===== config.mk =====
export PLATFORM = sky130hd
export DESIGN_NAME = serial_setpoint_command_parser_core
export DESIGN_NICKNAME = d
export VERILOG_FILES = /design/src/sv/sspc_pkg.sv /design/src/sv/serial_setpoint_command_parser_core.sv /design/src/sv/sspc_datapath.sv /design/src/sv/sspc_ctrl.sv
export SDC_FILE = /design/constraint.sdc
export NUM_CORES = 1
export LEC_CHECK = 0
export BUFFER_PORTS_ARGS = -buffer_cell sky130_fd_sc_hd__clkbuf_2
export CORE_MARGIN = 3
export CORE_UTILIZATION = 46
export CTS_CLUSTER_DIAMETER = 30
export CTS_CLUSTER_SIZE = 25
export DETAILED_ROUTE_END_ITERATION = 7
export HOLD_SLACK_MARGIN = 0.08
export PLACE_DENSITY_LB_ADDON = 0.25
export SETUP_SLACK_MARGIN = 0.3
export SLEW_MARGIN = 0
export SYNTH_ARGS = -nofsm -noshare
export SYNTH_HDL_FRONTEND = slang
export SYNTH_SLANG_ARGS = --single-unit

===== constraint.sdc =====
create_clock -name clk -period 10.5 [get_ports clk]
set_input_delay 0.525 -clock clk [delete_from_list [all_inputs] [get_ports clk]]
set_output_delay 0.525 -clock clk [all_outputs]
set_load 0.01 [all_outputs]

===== src/sv/sspc_pkg.sv =====
`timescale 1ns / 1ps
// shared types, constants and codes of the serial setpoint command parser
package sspc_pkg;

	localparam int MAX_LINE = 16;
	localparam int POS_W    = $clog2(MAX_LINE + 1);

	localparam int FS_W    = 18;
	localparam int LIM_W   = 10;
	localparam int VAL_W   = 11;
	localparam int PROD_W  = LIM_W + FS_W;
	localparam int CNT_W   = $clog2(PROD_W);
	localparam int ADDR_W  = 3;
	localparam int DATA_W  = 32;

	localparam logic [FS_W-1:0]   RESET_FULL_SCALE = FS_W'(169706);
	localparam logic [LIM_W-1:0]  RESET_LIMIT      = LIM_W'(1000);
	localparam logic [VAL_W-1:0]  NUM_SAT          = {VAL_W{1'b1}};
	localparam logic [PROD_W-1:0] DRIVE_MAX        = PROD_W'({FS_W{1'b1}});

	localparam logic [7:0] CH_S     = 8'h53;
	localparam logic [7:0] CH_V     = 8'h56;
	localparam logic [7:0] CH_L     = 8'h4C;
	localparam logic [7:0] CH_0     = 8'h30;
	localparam logic [7:0] CH_1     = 8'h31;
	localparam logic [7:0] CH_9     = 8'h39;
	localparam logic [7:0] CH_SPACE = 8'h20;
	localparam logic [7:0] CH_TAB   = 8'h09;
	localparam logic [7:0] CH_CR    = 8'h0D;
	localparam logic [7:0] CH_PLUS  = 8'h2B;
	localparam logic [7:0] CH_MINUS = 8'h2D;

	typedef enum logic [0:0] {
		REG_FULL_SCALE     = 1'b0,
		REG_SETPOINT_LIMIT = 1'b1
	} reg_idx_t;

	typedef enum logic [1:0] {
		BIT_INVALID = 2'd0,
		BIT_ZERO    = 2'd1,
		BIT_ONE     = 2'd2,
		BIT_PENDING = 2'd3
	} bit_code_t;

	typedef enum logic [1:0] {
		PH_SKIP   = 2'd0,
		PH_SIGN   = 2'd1,
		PH_DIGITS = 2'd2,
		PH_DONE   = 2'd3
	} phase_t;

	typedef struct packed {
		logic [7:0] rx_byte;
		logic       line_end;
	} in_t;

	typedef struct packed {
		logic [FS_W-1:0]  drive_mv;
		logic             reply_enable;
		logic [LIM_W-1:0] reply_setpoint;
		logic             led_enable;
		logic             led_write;
		logic             parse_error;
	} out_t;

	typedef struct packed {
		logic byte_en;
		logic line_en;
		logic mul_start;
		logic div_step;
		logic out_load;
	} cmd_t;

	typedef struct packed {
		logic div_last;
	} status_t;

endpackage


===== src/sv/serial_setpoint_command_parser_core.sv =====
`timescale 1ns / 1ps
// top level of the serial setpoint command parser with its configuration registers
// Takes one byte of a command line (S<0|1>, V<number>, L<0|1>) per item and a closing
// end-of-line item. A byte item is taken while the sequencer is idle and gives no result.
// An end-of-line item commits the settings at the edge that takes it and then gives one
// result: the MUL state forms setpoint*full_scale in a 10x18 multiplier, the DIV state runs
// a restoring divider that produces one quotient bit a cycle against setpoint_limit, and
// the DONE state loads the result register once it is free. No item is taken during that
// work, which lasts longer while the previous result still waits for out_ready; a
// finished result may wait in its register while the next line is received.
// Registers: full_scale_mv at 0x0, setpoint_limit at 0x4.
module serial_setpoint_command_parser_core (
	input  logic                          clk,
	input  logic                          arst_n,
	input  logic                          in_valid,
	output logic                          in_ready,
	input  sspc_pkg::in_t                 in_data,
	output logic                          out_valid,
	input  logic                          out_ready,
	output sspc_pkg::out_t                out_data,
	input  logic                          psel,
	input  logic                          penable,
	input  logic                          pwrite,
	input  logic [sspc_pkg::ADDR_W-1:0]   paddr,
	input  logic [sspc_pkg::DATA_W-1:0]   pwdata,
	output logic [sspc_pkg::DATA_W-1:0]   prdata,
	output logic                          pready
);

	logic [sspc_pkg::FS_W-1:0]  full_scale_q;
	logic [sspc_pkg::LIM_W-1:0] limit_q;
	sspc_pkg::reg_idx_t         reg_idx;
	sspc_pkg::cmd_t             cmd;
	sspc_pkg::status_t          st;

	assign pready  = 1'b1;
	assign reg_idx = sspc_pkg::reg_idx_t'(paddr[2]);

	always_ff @(posedge clk or negedge arst_n) begin
		if (!arst_n) begin
			full_scale_q <= sspc_pkg::RESET_FULL_SCALE;
			limit_q      <= sspc_pkg::RESET_LIMIT;
		end else if (psel && penable && pwrite && pready) begin
			case (reg_idx)
				sspc_pkg::REG_FULL_SCALE:     full_scale_q <= pwdata[sspc_pkg::FS_W-1:0];
				sspc_pkg::REG_SETPOINT_LIMIT: limit_q      <= pwdata[sspc_pkg::LIM_W-1:0];
				default: begin
					full_scale_q <= full_scale_q;
				end
			endcase
		end
	end

	always_comb begin
		case (reg_idx)
			sspc_pkg::REG_FULL_SCALE:     prdata = sspc_pkg::DATA_W'(full_scale_q);
			sspc_pkg::REG_SETPOINT_LIMIT: prdata = sspc_pkg::DATA_W'(limit_q);
			default:                      prdata = '0;
		endcase
	end

	sspc_ctrl u_ctrl (
		.clk       (clk),
		.arst_n    (arst_n),
		.in_valid  (in_valid),
		.line_end  (in_data.line_end),
		.out_ready (out_ready),
		.st        (st),
		.in_ready  (in_ready),
		.out_valid (out_valid),
		.cmd       (cmd)
	);

	sspc_datapath u_datapath (
		.clk        (clk),
		.arst_n     (arst_n),
		.cmd        (cmd),
		.rx_byte    (in_data.rx_byte),
		.full_scale (full_scale_q),
		.limit      (limit_q),
		.st         (st),
		.out_data   (out_data)
	);

endmodule


===== src/sv/sspc_datapath.sv =====
`timescale 1ns / 1ps
// parse state, commit logic, scaling multiplier, serial divider and result register
module sspc_datapath (
	input  logic                          clk,
	input  logic                          arst_n,
	input  sspc_pkg::cmd_t                cmd,
	input  logic [7:0]                    rx_byte,
	input  logic [sspc_pkg::FS_W-1:0]     full_scale,
	input  logic [sspc_pkg::LIM_W-1:0]    limit,
	output sspc_pkg::status_t             st,
	output sspc_pkg::out_t                out_data
);

	// stored settings
	logic                         en_q, led_q;
	logic [sspc_pkg::LIM_W-1:0]   sp_q;
	// per-line parse state
	logic [sspc_pkg::POS_W-1:0]   pos_q;
	logic                         fs_q, fv_q, fl_q, first_q, ovf_q;
	sspc_pkg::bit_code_t          sw_q, lv_q;
	sspc_pkg::phase_t             ph_q;
	logic                         neg_q;
	logic [sspc_pkg::VAL_W-1:0]   val_q;
	// result of the commit
	logic                         res_ok_q, res_ledw_q, res_err_q;
	// multiply and divide
	logic [sspc_pkg::PROD_W-1:0]  quo_q;
	logic [sspc_pkg::LIM_W-1:0]   rem_q;
	logic [sspc_pkg::CNT_W-1:0]   cnt_q;
	sspc_pkg::out_t               out_q;

	// next values of the byte step
	sspc_pkg::bit_code_t          sw_n, lv_n;
	sspc_pkg::phase_t             ph_n;
	logic                         neg_n, first_n;
	logic [sspc_pkg::VAL_W-1:0]   val_n;
	logic [sspc_pkg::VAL_W+3:0]   acc;
	logic                         is_digit, is_space;

	// commit values
	logic                         err_s, err_l, err_v;
	logic                         en_c, led_c;
	logic [sspc_pkg::LIM_W-1:0]   sp_c;

	logic [sspc_pkg::LIM_W:0]     trial;
	logic                         trial_ge;
	logic [sspc_pkg::PROD_W-1:0]  drive_wide;

	function automatic sspc_pkg::bit_code_t resolve(input sspc_pkg::bit_code_t code,
		input logic [7:0] c);
		sspc_pkg::bit_code_t r;
		r = code;
		if (code == sspc_pkg::BIT_PENDING) begin
			if (c == sspc_pkg::CH_0)
				r = sspc_pkg::BIT_ZERO;
			else if (c == sspc_pkg::CH_1)
				r = sspc_pkg::BIT_ONE;
			else
				r = sspc_pkg::BIT_INVALID;
		end
		return r;
	endfunction

	assign is_digit = (rx_byte >= sspc_pkg::CH_0) && (rx_byte <= sspc_pkg::CH_9);
	assign is_space = (rx_byte == sspc_pkg::CH_SPACE) ||
		((rx_byte >= sspc_pkg::CH_TAB) && (rx_byte <= sspc_pkg::CH_CR));
	assign acc = ({val_q, 3'b000} + {2'b00, val_q, 1'b0}) +
		(sspc_pkg::VAL_W + 4)'(rx_byte[3:0]);

	always_comb begin
		sw_n    = resolve(sw_q, rx_byte);
		lv_n    = resolve(lv_q, rx_byte);
		ph_n    = ph_q;
		neg_n   = neg_q;
		val_n   = val_q;
		first_n = first_q;
		if (rx_byte == sspc_pkg::CH_S) begin
			sw_n = sspc_pkg::BIT_PENDING;
			ph_n = sspc_pkg::PH_DONE;
		end else if (rx_byte == sspc_pkg::CH_L) begin
			lv_n = sspc_pkg::BIT_PENDING;
			ph_n = sspc_pkg::PH_DONE;
		end else if (rx_byte == sspc_pkg::CH_V) begin
			ph_n  = sspc_pkg::PH_SKIP;
			neg_n = 1'b0;
			val_n = '0;
		end else begin
			if (pos_q == '0)
				first_n = 1'b1;
			if (fv_q) begin
				if (ph_q == sspc_pkg::PH_SKIP && is_space) begin
					ph_n = ph_q;
				end else if (ph_q == sspc_pkg::PH_SKIP &&
					(rx_byte == sspc_pkg::CH_PLUS || rx_byte == sspc_pkg::CH_MINUS)) begin
					neg_n = (rx_byte == sspc_pkg::CH_MINUS);
					ph_n  = sspc_pkg::PH_SIGN;
				end else if (ph_q != sspc_pkg::PH_DONE) begin
					if (is_digit) begin
						// saturating decimal accumulate
						val_n = (acc > (sspc_pkg::VAL_W + 4)'(sspc_pkg::NUM_SAT)) ?
							sspc_pkg::NUM_SAT : acc[sspc_pkg::VAL_W-1:0];
						ph_n  = sspc_pkg::PH_DIGITS;
					end else begin
						ph_n = sspc_pkg::PH_DONE;
					end
				end
			end
		end
	end

	// end-of-line commit: S, then L, then V, first error stops the rest
	always_comb begin
		en_c  = en_q;
		led_c = led_q;
		sp_c  = sp_q;
		err_s = first_q | ovf_q;
		if (!err_s && fs_q) begin
			if (sw_q == sspc_pkg::BIT_ZERO)
				en_c = 1'b0;
			else if (sw_q == sspc_pkg::BIT_ONE)
				en_c = 1'b1;
			else
				err_s = 1'b1;
		end
		err_l = err_s;
		if (!err_l && fl_q) begin
			if (lv_q == sspc_pkg::BIT_ZERO)
				led_c = 1'b0;
			else if (lv_q == sspc_pkg::BIT_ONE)
				led_c = 1'b1;
			else
				err_l = 1'b1;
		end
		err_v = err_l;
		if (!err_v && fv_q) begin
			if ((neg_q && val_q != '0) || (val_q > {1'b0, limit}))
				err_v = 1'b1;
			else
				sp_c = val_q[sspc_pkg::LIM_W-1:0];
		end
	end

	always_ff @(posedge clk or negedge arst_n) begin
		if (!arst_n) begin
			en_q    <= 1'b0;
			led_q   <= 1'b0;
			sp_q    <= '0;
			pos_q   <= '0;
			fs_q    <= 1'b0;
			fv_q    <= 1'b0;
			fl_q    <= 1'b0;
			first_q <= 1'b0;
			ovf_q   <= 1'b0;
			sw_q    <= sspc_pkg::BIT_INVALID;
			lv_q    <= sspc_pkg::BIT_INVALID;
			ph_q    <= sspc_pkg::PH_SKIP;
			neg_q   <= 1'b0;
			val_q   <= '0;
		end else if (cmd.byte_en) begin
			if (pos_q >= sspc_pkg::POS_W'(sspc_pkg::MAX_LINE)) begin
				ovf_q <= 1'b1;
			end else begin
				pos_q   <= pos_q + 1'b1;
				sw_q    <= sw_n;
				lv_q    <= lv_n;
				ph_q    <= ph_n;
				neg_q   <= neg_n;
				val_q   <= val_n;
				first_q <= first_n;
				if (rx_byte == sspc_pkg::CH_S)
					fs_q <= 1'b1;
				if (rx_byte == sspc_pkg::CH_V)
					fv_q <= 1'b1;
				if (rx_byte == sspc_pkg::CH_L)
					fl_q <= 1'b1;
			end
		end else if (cmd.line_en) begin
			en_q    <= en_c;
			led_q   <= led_c;
			sp_q    <= sp_c;
			pos_q   <= '0;
			fs_q    <= 1'b0;
			fv_q    <= 1'b0;
			fl_q    <= 1'b0;
			first_q <= 1'b0;
			ovf_q   <= 1'b0;
			sw_q    <= sspc_pkg::BIT_INVALID;
			lv_q    <= sspc_pkg::BIT_INVALID;
			ph_q    <= sspc_pkg::PH_SKIP;
			neg_q   <= 1'b0;
			val_q   <= '0;
		end
	end

	always_ff @(posedge clk) begin
		if (cmd.line_en) begin
			res_ok_q   <= !err_v && en_c;
			res_ledw_q <= !err_v && fl_q;
			res_err_q  <= err_v;
		end
	end

	// restoring divider, one quotient bit a cycle
	assign trial    = {rem_q, quo_q[sspc_pkg::PROD_W-1]};
	assign trial_ge = trial >= {1'b0, limit};

	always_ff @(posedge clk) begin
		if (cmd.mul_start) begin
			quo_q <= sspc_pkg::PROD_W'(sp_q) * sspc_pkg::PROD_W'(full_scale);
			rem_q <= '0;
			cnt_q <= '0;
		end else if (cmd.div_step) begin
			rem_q <= trial_ge ? sspc_pkg::LIM_W'(trial - {1'b0, limit}) :
				trial[sspc_pkg::LIM_W-1:0];
			quo_q <= {quo_q[sspc_pkg::PROD_W-2:0], trial_ge};
			cnt_q <= cnt_q + 1'b1;
		end
	end

	assign st.div_last = (cnt_q == sspc_pkg::CNT_W'(sspc_pkg::PROD_W - 1));

	assign drive_wide = (quo_q > sspc_pkg::DRIVE_MAX) ? sspc_pkg::DRIVE_MAX : quo_q;

	always_ff @(posedge clk) begin
		if (cmd.out_load) begin
			out_q.drive_mv       <= (res_ok_q && limit != '0) ?
				drive_wide[sspc_pkg::FS_W-1:0] : '0;
			out_q.reply_enable   <= res_ok_q;
			out_q.reply_setpoint <= res_ok_q ? sp_q : '0;
			out_q.led_enable     <= led_q;
			out_q.led_write      <= res_ledw_q;
			out_q.parse_error    <= res_err_q;
		end
	end

	assign out_data = out_q;

endmodule


===== src/sv/sspc_ctrl.sv =====
`timescale 1ns / 1ps
// sequencer: item intake, multiply, divide and result hand-off
module sspc_ctrl (
	input  logic              clk,
	input  logic              arst_n,
	input  logic              in_valid,
	input  logic              line_end,
	input  logic              out_ready,
	input  sspc_pkg::status_t st,
	output logic              in_ready,
	output logic              out_valid,
	output sspc_pkg::cmd_t    cmd
);

	typedef enum logic [3:0] {
		ST_IDLE = 4'b0001,
		ST_MUL  = 4'b0010,
		ST_DIV  = 4'b0100,
		ST_DONE = 4'b1000
	} state_t;

	state_t state_q, state_n;
	logic   out_valid_q;

	always_comb begin
		state_n  = state_q;
		cmd      = '0;
		in_ready = 1'b0;
		case (state_q)
			ST_IDLE: begin
				in_ready = 1'b1;
				if (in_valid) begin
					cmd.byte_en = !line_end;
					cmd.line_en = line_end;
					if (line_end)
						state_n = ST_MUL;
				end
			end
			ST_MUL: begin
				cmd.mul_start = 1'b1;
				state_n       = ST_DIV;
			end
			ST_DIV: begin
				cmd.div_step = 1'b1;
				if (st.div_last)
					state_n = ST_DONE;
			end
			ST_DONE: begin
				// wait for the result register to free up
				if (!out_valid_q || out_ready) begin
					cmd.out_load = 1'b1;
					state_n      = ST_IDLE;
				end
			end
			default: begin
				state_n = ST_IDLE;
			end
		endcase
	end

	always_ff @(posedge clk or negedge arst_n) begin
		if (!arst_n) begin
			state_q     <= ST_IDLE;
			out_valid_q <= 1'b0;
		end else begin
			state_q <= state_n;
			if (cmd.out_load)
				out_valid_q <= 1'b1;
			else if (out_ready)
				out_valid_q <= 1'b0;
		end
	end

	assign out_valid = out_valid_q;

	a_line_end_blocks: assert property (@(posedge clk) disable iff (!arst_n)
		(in_valid && in_ready && line_end) |=> !in_ready)
		else $error("item taken during end-of-line work");

	a_result_from_done: assert property (@(posedge clk) disable iff (!arst_n)
		$rose(out_valid_q) |-> $past(state_q == ST_DONE))
		else $error("result shown without finished division");

	a_done_free_slot: assert property (@(posedge clk) disable iff (!arst_n)
		(state_q == ST_DONE && !out_valid_q) |=> (out_valid_q && state_q == ST_IDLE))
		else $error("finished result not handed off");

endmodule


Yosys cells after proc, flatten, opt, wreduce, memory -nomap -nowiden
Index checks and enable logic that the tools add are counted.
{"block": "op_classes", "n_addsub": 5, "multipliers": 1, "n_lt_le_gt_ge": 9, "eq_ne": 43, "n_mux": 95, "bitwise": 4, "n_reduce_logical": 47}
{"cell": "$mux 11", "n": 12}
{"cell": "$pmux 32 s2", "n": 1}
{"cell": "$mux 28", "n": 2}
{"cell": "$mux 1", "n": 47}
{"cell": "$mux 2", "n": 23}
{"cell": "$eq 8x6->1 const B", "n": 5}
{"cell": "$gt 28x18->1 const B", "n": 1}
{"cell": "$mul 10x18->28", "n": 1}
{"cell": "$eq 8x7->1 const B", "n": 3}
{"cell": "$mux 18", "n": 1}
{"cell": "$mux 4", "n": 4}
{"cell": "$ne 2x2->1 const B", "n": 8}
{"cell": "$pmux 4 s4", "n": 1}
{"cell": "$add 14x12->15", "n": 1}
{"cell": "$add 15x4->15", "n": 1}
{"cell": "$gt 15x11->1 const B", "n": 1}
{"cell": "$mux 5", "n": 3}
{"cell": "$ne 3x1->1 const B", "n": 5}
{"cell": "$logic_and 1x1->1", "n": 13}
{"cell": "$ne 2x1->1 const B", "n": 6}
{"cell": "$reduce_and 3->1", "n": 4}
{"cell": "$reduce_and 4->1", "n": 3}
{"cell": "$ge 11x10->1", "n": 1}
{"cell": "$gt 11x10->1", "n": 1}
{"cell": "33 further kinds", "n": 56}
{"block": "totals", "register_bits": 151, "inputBits": 51, "out_inout_bits": 67, "elab_cells": 234}

Depth between registers and ports, before layout
Gate-level depths: netlist of run 1.
{"block": "logic_depth", "depth_word": 14, "depth_mapped": 21}

Modules after synthesis
A second synthesis of run 1 with hierarchy kept.
{"block": "hier_totals", "cells_unflattened": 1398, "area_unflattened_um2": 14072.2}
{"module": "sspc_datapath", "n_inst": 1, "cells_each": 1272, "area_per_inst_um2": 12360.6, "seq_area_each_um2": 3193.1}
{"module": "serial_setpoint_command_parser_core", "n_inst": 1, "cells_each": 96, "area_per_inst_um2": 1416.4, "seq_area_each_um2": 720.7}
{"module": "sspc_ctrl", "n_inst": 1, "cells_each": 30, "area_per_inst_um2": 295.3, "seq_area_each_um2": 126.4}

Least setup slack after synthesis of run 1
OpenSTA, ideal clock, no wires.
{"block": "synth_timing", "kind": "register to register", "from": "reg full_scale_q[5] (netlist bit)", "to": "reg u_datapath.quo_q[16] (netlist bit) (data pin)", "setup_ns": 0.260, "arrival_ns": 5.303, "t_required_ns": 10.240, "slack_ns": 4.937, "stages_incl_launch_ff": 22, "path_buffers": 1, "period_less_slack_ns": 5.563, "path_cell_list": "dfstp_2 > clkbuf_1 > nand2_1 > fa_1 > inv_1 > fa_1 > inv_1 > fa_1 > inv_1 > fa_1 > inv_1 > fa_1 > inv_1 > ha_1 > o21ai_0 > nand2b_1 > a311o_1 > a21oi_2 > o21a_1 > nor2_1 > xnor2_1 > mux2_2"}
{"block": "synth_via", "elab_chain_len": 2}
{"item": "start: declaration", "line": "serial_setpoint_command_parser_core.sv:30", "text": "logic [sspc_pkg::FS_W-1:0] full_scale_q;"}
{"item": "start signal: assignment", "line": "serial_setpoint_command_parser_core.sv:41", "text": "full_scale_q <= sspc_pkg::RESET_FULL_SCALE;"}
{"item": "start signal: assignment", "line": "serial_setpoint_command_parser_core.sv:45", "text": "sspc_pkg::REG_FULL_SCALE: full_scale_q <= pwdata[sspc_pkg::FS_W-1:0];"}
{"item": "start signal: assignment", "line": "serial_setpoint_command_parser_core.sv:48", "text": "full_scale_q <= full_scale_q;"}
{"item": "$mul 10x18->28", "line": "sspc_datapath.sv:209", "text": "quo_q <= sspc_pkg::PROD_W'(sp_q) * sspc_pkg::PROD_W'(full_scale);"}
{"item": "$mux 28", "line": "sspc_datapath.sv:208", "text": "if (cmd.mul_start) begin"}
{"item": "end signal: assignment", "line": "sspc_datapath.sv:209"}
{"item": "end signal: assignment", "line": "sspc_datapath.sv:215", "text": "quo_q <= {quo_q[sspc_pkg::PROD_W-2:0], trial_ge};"}
{"item": "end: declaration", "line": "sspc_datapath.sv:27", "text": "logic [sspc_pkg::PROD_W-1:0] quo_q;"}
Every way passes these cells.
A chain may end at the register's enable or synchronous reset.

Worst setup path after layout of run 1
{"block": "layout_timing", "from": "reg u_datapath.sp_q[3] (netlist bit)", "to": "reg u_datapath.quo_q[16] (netlist bit) (data pin)"}
{"block": "layout_via", "elab_chain_len": 2}
{"item": "start: declaration", "line": "sspc_datapath.sv:16", "text": "logic [sspc_pkg::LIM_W-1:0] sp_q;"}
{"item": "start signal: assignment", "line": "sspc_datapath.sv:180", "text": "sp_q <= sp_c;"}
{"item": "$mul 10x18->28", "line": "sspc_datapath.sv:209"}
{"item": "$mux 28", "line": "sspc_datapath.sv:208"}
Every way passes these cells.

==> results.cfg, run 1 <==
[synthesis]
avgSynthCellArea_um2 = 9.83
synth_ff_type = edfxtp_1
synth-seq-area-share_pct = 29.4
yosys_warnings = 0
synthTopCellsByArea = fa_1 19%, edfxtp_1 14%, dfrtp_1 10%
syn_inst = 1396
synth_cell_types = 68
async_flop_share_pct = 48.3
synth_area_mm2 = 0.0137
synthTopCellsByCount = 160 x inv_1, 159 x nand2_1, 129 x fa_1
yosys.area.top_type = fa_1
yosysMostFrequentCell = inv_1
ys_seq_elements = 151
synth-edff-count = 63
synth_top_area_share_pct = 18.8

[drt]
ant_nets = 0
vias = 9867
drc = 0
avgRoutedWirePerCell_um = 16.9
wl_mm = 31.0
drt_first_pass_iters = 5
drt-initial-drc-count = 556
viasPerCell = 5.38

[grt]
overflow = 0
antenna_found_initial = 0
grt_max_degree = 74
grt_usage_pct = 20.5
grt_pass1_vias = 10200
grt_pass1_wl_mm = 51.9

[critical_path]
crit_family = adder cells
required_ns = 10.69
cpPeakStageDelay_ns = 0.88
critPathArrivalTime_ns = 6.33
crit_path_start_kind = flop
cpMaxStageDelayCell = dfrtp_1
path_max_fanout = 20
critPathBufInv = 5
setup.worst_path.class = flop to flop
end_kind = flop
crit_chain = nand2_1 -> fa_1 -> inv_1 -> fa_1 -> inv_1 -> fa_1 -> inv_1 -> fa_1 -> inv_1 -> fa_1 -> inv_1 -> ha_1 -> o21ai_0 -> nand2b_1 -> a311o_1 -> a21oi_2 -> o21a_1 -> nor2_1 -> xnor2_1 -> mux2_2

[timing]
tns_ns = 0
drv_slew = 0
final-hold-violation-count = 0
setup_violations = 0
timing.final.crit_share_pct = 58.5
maxSlewHeadroom_pct = 29.6
rsz0062_at_grt = false
max_freq_mhz = 163
finClkSkew_ns = 0.0200
final_period_minus_worst_setup_slack_ns = 6.14
tightest_slew_ns = 1.05
hold_ws_ns = 0.209

[floorplanning]
die_area_mm2 = 0.0319
fp.dieW_um = 179
coreArea_mm2 = 0.0291
rows = 62
die_h_um = 179
ios = 118
start_util_pct = 47.2

[pwr]
p_clk_share_pct = 38.4
p_sw_uw = 545
ir_worst_vdd_mv = 0.0863
p_seq_share_pct = 47.0
combPwrFrac_pct = 14.6
swShare_pct = 33.0
power_uw = 1650
power_density_mw_per_mm2 = 110
internal-power_uw = 1100
leakagePower_uw = 0.00730

[run_status]
status = finished, final reports clean

[job]
max-cap-violations = 0

[finish]
seqCellArea_mm2 = 0.00404
n_fill_cell = 2678
post-route-util_pct = 51.4
drive_above_1_share_pct = 13.7
fin_nets = 1727
antenna_cells = 0
multi_input_comb_area_mm2 = 0.00877
syn_to_final_growth_pct = 8.91
final_cells = 1834

[clock_network]
postCtsSetupBuffers = 0
cts.sinks = 151
cts_buffers = 17
clock-root-buffer = clkbuf_16
cts_tree = built
cts_resized = 0
clk_pin_slew_ns = 0.09
ctsHtreeMaxLevel = 4
clock_latency_ns = 0.45
postCtsHoldBufs = 0
max-clock-path-buffers = 2

[worst_hold_path]
hp-class = input pin to asynchronous set/reset pin

[placement]
dp_hpwl_mm = 23.2
io_buffer_count = 86
gp_congestion = 0.877
place_inst = 1802
[registers in the layout, indices dropped and copies added (netlist names), 2 cells and up]
name                 flops
u_datapath.rem_q        10
u_datapath.out_data     32
u_datapath.sw_q          2
limit_q                 10
u_datapath.sp_q         10
u_datapath.pos_q         5
full_scale_q            18
u_datapath.quo_q        28
u_datapath.cnt_q         5
u_datapath.val_q        11
u_ctrl.state_q           4
u_datapath.ph_q          2
u_datapath.lv_q          2
[stage by stage]
stage	instance area, um^2	setup WS, ns
2_1_floorplan	13800	4.94
3_3_place_gp	14400	4.50
3_5_place_dp	14400	4.43
4_1_cts	14900	4.39
5_1_grt	14900	4.05
6_report	14900	4.36
[power by group through the flow]
| stage | Sequential, uW | Combinational (uW) | Clock (uW) |
|---|---|---|---|
| 6_report | 774 | 241 | 633 |
| 5_1_grt | 785 | 273 | 669 |
| 4_1_cts | 774 | 242 | 642 |
| 3_5_place_dp | 787 | 240 | 0 |
| 3_3_place_gp | 785 | 234 | 0 |
| 2_1_floorplan | 712 | 213 | 0 |
[layout make-up]
class | instances | share of cell area, %
well taps | 384 | 3.21
clock inverters | 15 | 1.15
inverters | 160 | 4.02
flip-flops and latches | 151 | 27.0
clock buffers | 17 | 2.85
multi-input cells | 1017 | 58.7
repair buffers | 90 | 3.10
[layer usage]
metal | wire, um | global-route usage [%] | up-vias
met4 | 737 | 6.30 | 0
met2 | 14000 | 32.4 | 243
li1 | - | - | 4733
met1 | 14900 | 29.1 | 4859
met5 | 0 | 0 | -
met3 | 1400 | 3.09 | 32
[cells by family after synthesis]
group	synth area share (%)
AOI/OAI and AO/OA	11.0
buffers and inverters	7.15
DFF	29.4
other	0.0547
adders and majority gates	28.8
and+or+nand+nor	15.9
xor gates and xnor gates	2.55
muxes	5.07
[placed cells by master, fill, tap and decap left out, types with 20 or more instances in the layout]
master	instances
fa_1	129
o21a_1	31
and2_1	103
mux2_2	46
o21ai_1	26
dfrtp_1	56
inv_1	160
xnor2_1	27
edfxtp_1	63
a21oi_1	49
clkbuf_2	85
o21ai_0	40
ha_1	110
nor2_1	59
nand2_1	159
nor3_1	20
[worst register-to-register path: cells and delay by family (launching register included)]
| kind | cells | cell delay, ns |
|---|---|---|
| adder cells (fa/ha/maj) | 6 | 2.97 |
| AO/OA/AOI/OAI | 4 | 1.01 |
| flip-flops | 1 | 0.88 |
| AND/OR/NAND/NOR | 3 | 0.35 |
| multiplexers | 1 | 0.27 |
| buffers and inverters | 5 | 0.25 |
| XOR/XNOR | 1 | 0.16 |
[final timing paths]
path                                                  from                               end  slack (ns)  depth (start not counted)
max                         u_datapath.sp_q[3]$_DFFE_PN0P_    u_datapath.quo_q[16]$_DFFE_PN_        4.36                         20
min                                                 arst_n   u_datapath.pos_q[3]$_DFFE_PN0P_        0.21                          1
max reg2reg                 u_datapath.sp_q[3]$_DFFE_PN0P_    u_datapath.quo_q[16]$_DFFE_PN_        4.36                         20
min reg2reg                u_datapath.res_ledw_q$_DFFE_PP_  u_datapath.out_data[1]$_DFFE_PP_        0.42                          0
max in group asynchronous                           arst_n       full_scale_q[0]$_DFFE_PN0P_        9.67                          1
min in group clk                                pwdata[11]      full_scale_q[11]$_DFFE_PN0P_        0.31                          2
Note: power is estimated with default switching activity, not from simulation.
==> run 2, diff against run 1 <==
==> constraint.sdc (replaced) <==
create_clock -name clk -period 5.4 [get_ports clk]
set_input_delay 0.27 -clock clk [delete_from_list [all_inputs] [get_ports clk]]
set_output_delay 0.27 -clock clk [all_outputs]
set_load 0.01 [all_outputs]
==> run 2 against run 1 <==
The flow now finishes with violations (setup timing). First-iteration DRC count decreased by 13%. Flip-flop and latch count unchanged. Wire length increased by 4.9%. Global-route usage increased by 0.92 points. Largest power group unchanged.
==> results.cfg, run 2 (same netlist as run 1, synthesis figures left out) <==
[finish]
largest_register_ffs = 32
antenna_cells = 0
final_common_cell = nand2_1
drive_above_1_share_pct = 22.6
syn_to_final_growth_pct = 18.8
fin_nets = 1849
final_cell_mix = 157 x nand2_1, 155 x inv_1, 128 x fa_1

[placement]
io_buffer_count = 86
dp_hpwl_mm = 24.5
pre_cts_ws_ns = -0.103
gp_congestion = 0.880

[floorplanning]
die_h_um = 179
die_area_mm2 = 0.0319
ios = 118
start_util_pct = 47.2
fp.dieW_um = 179
rows = 62
coreArea_mm2 = 0.0291

[drt]
viasPerCell = 5.32
avgRoutedWirePerCell_um = 16.7
vias = 10400
drt-initial-drc-count = 485
drc = 0
wl_mm = 32.6
drt_first_pass_iters = 5
ant_nets = 0

[clock_network]
clock_latency_ns = 0.45
clk_pin_slew_ns = 0.08
ctsHtreeMaxLevel = 4
cts_tree = built
clock-root-buffer = clkbuf_16
max-clock-path-buffers = 2
cts.sinks = 151
cts_buffers = 17

[critical_path]
end_kind = flop
crit_path_start_kind = flop
setup.worst_path.class = flop to flop
critPathArrivalTime_ns = 5.62
required_ns = 5.58
path_max_fanout = 8
r2r_slack_ns = -0.05

[job]
max-cap-violations = 0

[timing]
finClkSkew_ns = 0.0248
timing.final.crit_share_pct = 101
rsz0062_at_grt = true
setup_violations = 4
tightest_slew_ns = 1.11
final-hold-violation-count = 0
drv_slew = 0
max_freq_mhz = 184
final_period_minus_worst_setup_slack_ns = 5.45
worst_slack_ns = -0.0462
maxSlewHeadroom_pct = 26.1

[grt]
antenna_found_initial = 0
grt_max_degree = 74
grt_pass1_vias = 10700
overflow = 0
grt_usage_pct = 21.4
grt_pass1_wl_mm = 54.3

[worst_hold_path]
hp-class = input pin to flop

[pwr]
p_clk_share_pct = 38.1
power_density_mw_per_mm2 = 208
combPwrFrac_pct = 19.1
swShare_pct = 33.4
power_uw = 3390
leakagePower_uw = 0.00796
ir_worst_vdd_mv = 0.229
p_sw_uw = 1130
internal-power_uw = 2260
p_seq_share_pct = 42.8

[run_status]
violations = setup timing
status = finished, violations left
==> run 2: area by class of cell <==
class | count | area [um^2]
multi-input cells | 1017 | 9030
clock inverters | 15 | 214
flip-flops and latches | 151 | 4050
well taps | 384 | 480
repair buffers | 212 | 1510
fillers | 2552 | 12800
inverters | 160 | 601
clock buffers | 17 | 425
==> run 2: worst paths after layout <==
path,startpoint,to,depth (start not counted)
setup / recovery,full_scale_q[7]$_DFFE_PN1P_,u_datapath.quo_q[19]$_DFFE_PN_,23
hold / removal,pwdata[8],full_scale_q[8]$_DFFE_PN0P_,2
setup reg to reg,full_scale_q[7]$_DFFE_PN1P_,u_datapath.quo_q[19]$_DFFE_PN_,23
hold reg to reg,u_datapath.res_err_q$_DFFE_PP_,u_datapath.out_data[0]$_DFFE_PP_,0
max in group asynchronous,arst_n,u_datapath.sp_q[7]$_DFFE_PN0P_,2
min in group asynchronous,arst_n,u_datapath.pos_q[1]$_DFFE_PN0P_,2
==> run 2: power by group through the flow <==
stage	registers, uW	logic [uW]	clock network (uW)
2_1_floorplan	1390	437	0
3_3_place_gp	1480	569	0
3_5_place_dp	1490	581	0
4_1_cts	1450	638	1310
5_1_grt	1470	712	1360
6_report	1450	646	1290
==> run 2: stage by stage <==
step	utilization, %	cells	hold slack, ns	TNS [ns]	cell area [um^2]
after detailed placement	52.0	1885	0.406	-0.326	15100
after global placement	52.0	1885	0.419	-0.0772	15100
final	56.1	1956	0.0995	-0.0951	16300
after CTS	55.7	1952	0.0865	0	16200
after global routing	56.1	1956	0.0955	-2.42	16300
after floorplan	-	1409	-0.0256	0	14000
==> run 2: critical path: stages, from the launching register on <==
cell and delay (ns):
dfstp_2 0.56, buf_12 0.14, nand2_4 0.05, fa_1 0.55, inv_1 0.06, fa_1 0.50
inv_2 0.04, fa_1 0.49, inv_2 0.04, fa_1 0.48, inv_2 0.04, fa_1 0.51
inv_2 0.05, ha_4 0.22, buf_4 0.14, a211oi_4 0.24, o21ai_2 0.11, o211ai_1 0.18
o21ai_2 0.13, o21ai_2 0.17, buf_6 0.13, o21ai_1 0.07, xnor2_1 0.21, o21ai_1 0.09
==> run 2: what timing repair did <==
action	CTS	global route
hold endpoints to repair	74	0
setup endpoints to repair	16	17
pin swaps	39	19
hold buffers	15	0
buffers inserted	20	4
resized for setup	41	19
==> run 2: metal layers <==
metal	global-route usage, %	routed length [um]	vias to the layer above
met2	35.1	15200	243
met4	6.10	733	0
met1	29.7	15300	5147
met3	2.96	1320	39
li1	-	-	4976
met5	0	0	-
